<file path="src/hgpp_pkg.sv">
// Shared types and constants for the hex grid point picker.
`timescale 1ns / 1ps
`default_nettype none
package hgpp_pkg;

  localparam int GRID_SIZE_DEF = 8;
  localparam int RAD_W         = 10;
  localparam int PT_W          = 16;
  localparam int IDX_OUT_W     = 3;
  localparam int H_W           = 15;
  localparam int VSTEP_W       = 15;
  localparam int COORD_W       = 24;
  localparam int D2_W          = 2 * COORD_W;
  localparam int HPROD_W       = 27;
  localparam logic [PT_W-1:0]  SIN60_Q16   = 16'd56756;
  localparam logic [RAD_W-1:0] RADIUS_RST  = 10'd50;

  localparam logic [1:0] REG_ORIGIN_X    = 2'd0;
  localparam logic [1:0] REG_ORIGIN_Y    = 2'd1;
  localparam logic [1:0] REG_CELL_RADIUS = 2'd2;

  typedef enum logic [1:0] {
    ST_IDLE,
    ST_SCAN,
    ST_DRAIN,
    ST_RESULT
  } state_t;

  typedef struct packed {
    logic start;
    logic scan;
    logic publish;
  } cmd_t;

  typedef struct packed {
    logic last_cell;
    logic busy;
  } status_t;

endpackage
`default_nettype wire

</file>
<file path="src/hgpp_ctrl.sv">
// Controller: sequences setup, cell scan, pipeline drain and result handoff.
`timescale 1ns / 1ps
`default_nettype none
module hgpp_ctrl import hgpp_pkg::*; (
  input  wire     clk,
  input  wire     rst,
  input  wire     in_valid,
  output logic    in_stall,
  output logic    out_valid,
  input  wire     out_stall,
  output cmd_t    cmd,
  input  status_t status
);

  state_t state, state_next;
  logic   out_valid_next;

  always_ff @(posedge clk) begin
    if (rst) begin
      state     <= ST_IDLE;
      out_valid <= 1'b0;
    end else begin
      state     <= state_next;
      out_valid <= out_valid_next;
    end
  end

  always_comb begin
    state_next  = state;
    cmd         = '0;
    in_stall    = 1'b1;
    out_valid_next = out_valid && out_stall;
    case (state)
      ST_IDLE: begin
        in_stall = 1'b0;
        if (in_valid) begin
          cmd.start  = 1'b1;
          state_next = ST_SCAN;
        end
      end
      ST_SCAN: begin
        cmd.scan = 1'b1;
        if (status.last_cell) state_next = ST_DRAIN;
      end
      ST_DRAIN: begin
        if (!status.busy) state_next = ST_RESULT;
      end
      ST_RESULT: begin
        if (!out_valid || !out_stall) begin
          cmd.publish    = 1'b1;
          out_valid_next = 1'b1;
          state_next     = ST_IDLE;
        end
      end
      default: state_next = ST_IDLE;
    endcase
  end

endmodule
`default_nettype wire

</file>
<file path="src/hgpp_dp.sv">
// Datapath: cell center stepping, distance pipeline, best-cell tracking, result register.
`timescale 1ns / 1ps
`default_nettype none
module hgpp_dp import hgpp_pkg::*; #(
  parameter int GRID_SIZE = GRID_SIZE_DEF
) (
  input  wire                  clk,
  input  wire                  rst,
  input  cmd_t                 cmd,
  output status_t              status,
  input  wire signed [PT_W-1:0] point_x,
  input  wire signed [PT_W-1:0] point_y,
  input  wire signed [PT_W-1:0] origin_x,
  input  wire signed [PT_W-1:0] origin_y,
  input  wire [RAD_W-1:0]      cell_radius,
  output logic                 hit,
  output logic [IDX_OUT_W-1:0] cell_q,
  output logic [IDX_OUT_W-1:0] cell_r
);

  localparam int IDX_W = $clog2(GRID_SIZE);
  localparam logic [IDX_W-1:0] IDX_LAST = IDX_W'(GRID_SIZE - 1);

  logic signed [COORD_W-1:0] px, py;
  logic [H_W-1:0]            h;
  logic [VSTEP_W-1:0]        vstep;
  logic [D2_W-1:0]           limit;
  logic [HPROD_W-1:0]        h_prod;
  logic [2*RAD_W-1:0]        rad_sq;
  logic signed [COORD_W-1:0] h_s, vstep_s;

  logic [IDX_W-1:0]          rcnt, qcnt;
  logic signed [COORD_W-1:0] cx, cx_row, cy, cx_row_next;

  logic                      v1, v2;
  logic signed [COORD_W-1:0] dx, dy;
  logic [IDX_W-1:0]          r1, q1, r2, q2;
  logic signed [D2_W-1:0]    sq_x, sq_y;
  logic [D2_W-1:0]           d2;

  logic                      have;
  logic [D2_W-1:0]           best;
  logic [IDX_W-1:0]          best_r, best_q;
  logic [IDX_W+IDX_OUT_W-1:0] q_ext, r_ext;

  assign h_prod      = HPROD_W'(cell_radius) * HPROD_W'(SIN60_Q16) + HPROD_W'(2048);
  assign rad_sq      = (2*RAD_W)'(cell_radius) * (2*RAD_W)'(cell_radius);
  assign h_s         = $signed(COORD_W'(h));
  assign vstep_s     = $signed(COORD_W'(vstep));
  assign cx_row_next = cx_row + h_s;
  assign d2          = $unsigned(sq_x) + $unsigned(sq_y);

  assign status = '{last_cell: (rcnt == IDX_LAST) && (qcnt == IDX_LAST),
                    busy:      v1 || v2};

  // setup and center stepping
  always_ff @(posedge clk) begin
    if (cmd.start) begin
      px     <= COORD_W'(point_x);
      py     <= COORD_W'(point_y);
      h      <= h_prod[HPROD_W-1:12];
      vstep  <= (VSTEP_W'(cell_radius) << 4) + (VSTEP_W'(cell_radius) << 3);
      limit  <= D2_W'(rad_sq) << 8;
      rcnt   <= '0;
      qcnt   <= '0;
      cx     <= COORD_W'(origin_x);
      cx_row <= COORD_W'(origin_x);
      cy     <= COORD_W'(origin_y);
    end else if (cmd.scan) begin
      if (qcnt == IDX_LAST) begin
        qcnt   <= '0;
        rcnt   <= rcnt + 1'b1;
        cx_row <= cx_row_next;
        cx     <= cx_row_next;
        cy     <= cy + vstep_s;
      end else begin
        qcnt <= qcnt + 1'b1;
        cx   <= cx + (h_s <<< 1);
      end
    end
  end

  always_ff @(posedge clk) begin
    if (rst) begin
      v1 <= 1'b0;
      v2 <= 1'b0;
    end else begin
      v1 <= cmd.scan;
      v2 <= v1;
    end
  end

  // distance pipeline
  always_ff @(posedge clk) begin
    dx   <= px - cx;
    dy   <= py - cy;
    r1   <= rcnt;
    q1   <= qcnt;
    sq_x <= dx * dx;
    sq_y <= dy * dy;
    r2   <= r1;
    q2   <= q1;
  end

  always_ff @(posedge clk) begin
    if (cmd.start) begin
      have <= 1'b0;
    end else if (v2 && (!have || d2 < best)) begin
      have   <= 1'b1;
      best   <= d2;
      best_r <= r2;
      best_q <= q2;
    end
  end

  assign q_ext = (IDX_W + IDX_OUT_W)'(best_q);
  assign r_ext = (IDX_W + IDX_OUT_W)'(best_r);

  always_ff @(posedge clk) begin
    if (cmd.publish) begin
      if (have && best <= limit) begin
        hit    <= 1'b1;
        cell_q <= q_ext[IDX_OUT_W-1:0];
        cell_r <= r_ext[IDX_OUT_W-1:0];
      end else begin
        hit    <= 1'b0;
        cell_q <= '0;
        cell_r <= '0;
      end
    end
  end

endmodule
`default_nettype wire

</file>
<file path="src/hex_grid_point_picker.sv">
// Each input beat starts a scan of all GRID_SIZE*GRID_SIZE cells, one cell distance evaluated
// per cycle by the shared square-and-compare pipeline. One item is processed at a time;
// the next input beat is taken while a finished result still waits in the output register.
// Reset: synchronous, active high; clears control, origin to 0, cell_radius to 50.
`timescale 1ns / 1ps
`default_nettype none
module hex_grid_point_picker import hgpp_pkg::*; #(
  parameter int GRID_SIZE = GRID_SIZE_DEF
) (
  input  wire                   clk,
  input  wire                   rst,
  input  wire                   cfg_valid,
  output logic                  cfg_ready,
  input  wire [1:0]             cfg_index,
  input  wire [PT_W-1:0]        cfg_data,
  input  wire                   in_valid,
  output logic                  in_stall,
  input  wire signed [PT_W-1:0] point_x,
  input  wire signed [PT_W-1:0] point_y,
  output logic                  out_valid,
  input  wire                   out_stall,
  output logic                  hit,
  output logic [IDX_OUT_W-1:0]  cell_q,
  output logic [IDX_OUT_W-1:0]  cell_r
);

  logic signed [PT_W-1:0] origin_x, origin_y;
  logic [RAD_W-1:0]       cell_radius;
  cmd_t                   cmd;
  status_t                status;

  assign cfg_ready = 1'b1;

  always_ff @(posedge clk) begin
    if (rst) begin
      origin_x    <= '0;
      origin_y    <= '0;
      cell_radius <= RADIUS_RST;
    end else if (cfg_valid && cfg_ready) begin
      case (cfg_index)
        REG_ORIGIN_X:    origin_x    <= cfg_data;
        REG_ORIGIN_Y:    origin_y    <= cfg_data;
        REG_CELL_RADIUS: cell_radius <= cfg_data[RAD_W-1:0];
        default: ;
      endcase
    end
  end

  hgpp_ctrl u_ctrl (
    .clk       (clk),
    .rst       (rst),
    .in_valid  (in_valid),
    .in_stall  (in_stall),
    .out_valid (out_valid),
    .out_stall (out_stall),
    .cmd       (cmd),
    .status    (status)
  );

  hgpp_dp #(
    .GRID_SIZE (GRID_SIZE)
  ) u_dp (
    .clk         (clk),
    .rst         (rst),
    .cmd         (cmd),
    .status      (status),
    .point_x     (point_x),
    .point_y     (point_y),
    .origin_x    (origin_x),
    .origin_y    (origin_y),
    .cell_radius (cell_radius),
    .hit         (hit),
    .cell_q      (cell_q),
    .cell_r      (cell_r)
  );

endmodule
`default_nettype wire
</file>
<file path="config.mk">
export PLATFORM = sky130hd
export DESIGN_NAME = hex_grid_point_picker
export DESIGN_NICKNAME = d
export VERILOG_FILES = /design/src/hgpp_pkg.sv /design/src/hgpp_ctrl.sv /design/src/hgpp_dp.sv /design/src/hex_grid_point_picker.sv
export SDC_FILE = /design/constraint.sdc
export NUM_CORES = 2
export LEC_CHECK = 0
export ABC_AREA = 1
export BUFFER_PORTS_ARGS = -buffer_cell sky130_fd_sc_hd__buf_2
export CORE_AREA = 2 2 391 393
export CTS_CLUSTER_DIAMETER = 120
export DETAILED_ROUTE_END_ITERATION = 6
export DIE_AREA = 0 0 393 395
export PLACE_DENSITY = 0.59
export SETUP_SLACK_MARGIN = 0.15
export SKIP_LAST_GASP = 1
export SYNTH_ARGS = -nofsm -noshare
export SYNTH_HDL_FRONTEND = slang
export SYNTH_HIERARCHICAL = 1
export SYNTH_SLANG_ARGS = --single-unit
</file>
<file path="constraint.sdc">
create_clock -name clk -period 13.7 [get_ports clk]
set_input_delay 0.685 -clock clk [delete_from_list [all_inputs] [get_ports clk]]
set_output_delay 0.685 -clock clk [all_outputs]
set_load 0.02 [all_outputs]
</file>
==> results.md <==
* CTS clk-pin slew, worst paths at 70 ps
* Mapped Area at 67,400 um2
* Core Footprint at 151,200 um2
* Initial antenna violation count at 2
* Worst-case clock buffer depth at 3
* Slew Limit Fails at 0
* Register Area at 10,470 um2
* Unrepaired setup endpoints after global routing: no
* Synth Area in Compound Gates at 0.06436
* Core Rows at 143
* Synthesized flop and latch total at 418
* Ys async rst share at 0
* H-tree depth at 2
* Max Clk Rate at 129.6 MHz
* Largest net degree at the start of global routing at 70
* Simple-gate area share of the yosys netlist at 0.1332
* Final min period at 7715 ps
* Post-CTS sizing at 0
* Xor/xnor share of the synthesized area at 0.03839
* Syn Nets at 9,752
* Yosys top cell by area: fa_1
* GP Congestion at 0.9402
* Count leader, synth: inv_1
* Skew-Pair Late Insertion Delay at 650 ps
* Post-Route WL at 167,700 um
* Setup TNS at 0 ps
* CTS Hold Bufs at 0
* Fin cells at 9,939
* Post-synth top cells: inv_1, nand2_1, fa_1
* Global-route wire length before repair at 277,200 um
* Yosys warnings at 6
* Max-Cap Viols at 0
* Wire length per cell at 16.87 um
* Postcts setup bufs at 0
* Clock Skew at 39.74 ps
* Worst-path maximum fanout at 25
* Fillers at 14.71k
* CP required at 14,240 ps
* DP HPWL at 141,700 um
* Buffers added on ports at 63
* Initial Util at 0.4458
* Post-synthesis adder-cell area fraction at 0.4767
* Via count at 48.70k
* Mux share of post-synthesis cell area at 0
* # DRC at 0
* Sink Count at 418
* Distinct cells, synth at 62
* Relative slew slack at 0.2406
* P&R area growth vs syn at 6.514%
* Final net count at 9,757
* Slew @ Worst Pin at 1136 ps
* Fin. Hold Viols at 0
* IO Pins at 65
* HP Class: in2reg
* Sequential-to-total area share from yosys stat at 0.1553
* Die width at 393 um
* Ys flop type: edfxtp_1
* # setup viols final at 0
* Critical Path Sink Type: flip-flop
* CTS tree: yes
* Iter 0 DRT Violations at 2,726
* Avg Inst Size Synth at 8.576 um2
* Crit Path Class: reg2reg
* Data arrival time of the critical path at 8250 ps
* CTS buffer count at 52
* Die area at 155,200 um2
* Routed vias/inst at 4.900
* Gr ovfl total at 0
* EDFF count, synth at 210
* Outcome: complete, no violations
* Vias in the first global route at 51.98k
* Top post-synthesis cells by area: fa_1, inv_1, ha_1
* Die Ht at 395 um
* Post-synth top area share at 0.3612
* Layout cells sized above 1 at 0.03629
* Root buffer cell: clkbuf_16
* Startpoint Class: flip-flop
* Largest family of logic cells by synthesized area: adder cells
* Inst Count DP at 9,840
* Tot GR Track Use at 0.2252
* Detail Route Antenna Nets at 0
* Mapped Cells at 7,859
* Fin crit share at 0.5631
* 1st-pass router iterations at 5
* Multi-input logic area at 48,040 um2
[registers in the layout (all words and copies together) (netlist names), 10 cells and up]
signal and count:
cell_radius 10, u_dp/px 16, u_dp/sq_y 47, u_dp/h 15
u_dp/sq_x 47, u_dp/vstep 11, u_dp/limit 19, u_dp/best 48
u_dp/dy 24, u_dp/py 16, u_dp/cy 24, origin_x 16
u_dp/cx 24, u_dp/cx_row 24, origin_y 16, u_dp/dx 24
[logic make-up after synthesis]
kind of cell / count (synthesis)
simple gates: 2197
xor+xnor: 292
other cells: 1
fa+ha+maj: 1838
flops: 418
compound gates: 762
buf+inv: 2351
[final timing paths]
path | slack [ps] | depth (start not counted) | to | from
worst max register to register | 5990 | 24 | u_dp/sq_x[45]$_DFF_P_ | u_dp/dx[1]$_DFF_P_
worst min register to register | 330 | 0 | u_dp/r2[1]$_DFF_P_ | u_dp/r1[1]$_DFF_P_
worst min-delay path | 210 | 1 | u_dp/py[13]$_DFFE_PP_ | point_y[13]
worst max-delay path | 5990 | 24 | u_dp/sq_x[45]$_DFF_P_ | u_dp/dx[1]$_DFF_P_
[per-layer routing]
metal  up-vias  global-route usage  wire (um)
met5         -                   0         13
met4         2             0.04399       3040
met3       143             0.01575       5504
met2       810              0.3817      81940
met1     24220              0.3183      77160
li1      23520                   -          -
[stage by stage]
stage          worst slack [ps]    util  cell area, um2  hold slack (ps)
2_1_floorplan              6977       -           67400            309.6
3_3_place_gp               6101  0.4628           69960            310.3
3_5_place_dp               6024  0.4628           69960            312.1
4_1_cts                    5997  0.4748           71790            163.4
5_1_grt                    5462  0.4748           71790            177.0
6_report                   5985  0.4748           71790            212.2
[cell type report]
cell class	count	area share
well taps	2030	0.03538
multi-input cells	5090	0.6692
diodes	1	0.00003486
clock buffers	75	0.02207
flip-flops and latches	418	0.1458
inverters	2189	0.1145
repair buffers	113	0.009621
clock inverters	23	0.003312
[worst max-delay path, cell delays in order, from the launching register on]
cell	delay, ps
dfxtp_1	970
nand2_1	250
inv_1	140
fa_1	580
fa_1	720
inv_1	230
fa_1	770
inv_1	280
fa_1	520
fa_1	560
fa_1	420
fa_1	440
ha_1	400
nand2_1	110
nor2_1	120
inv_1	60
nor2_1	130
and3_1	180
nand3_1	70
nand3_1	170
nand2_1	70
o211ai_1	140
nand2_1	120
nand3_1	90
nand2_1	70
[cells in the final DEF, fill, tap and decap left out, drive strengths merged, types with 2 or more instances in the layout]
cell and count:
o21bai 37, ha 622, a21oi 333, clkinv 15, o221ai 3, edfxtp 210, nor2 420, bufinv 2
nor4 17, o211ai 12, a31oi 39, o22ai 2, clkbuf 75, xnor2 100, o21a 12, buf 113
nand4 50, xor2 192, nand3b 8, clkinvlp 2, a211oi 3, a31o 5, dfxtp 208, nor3 42
and2 3, or2 17, nand3 183, a221oi 7, o21ai 239, a21boi 17, o31ai 5, inv 2193
nand2 1441, fa 1216, and3 14, a21o 41, o2111ai 4
Power is not shown: default switching activity piles up to over one toggle a cycle in this logic, so the estimate is an artifact.
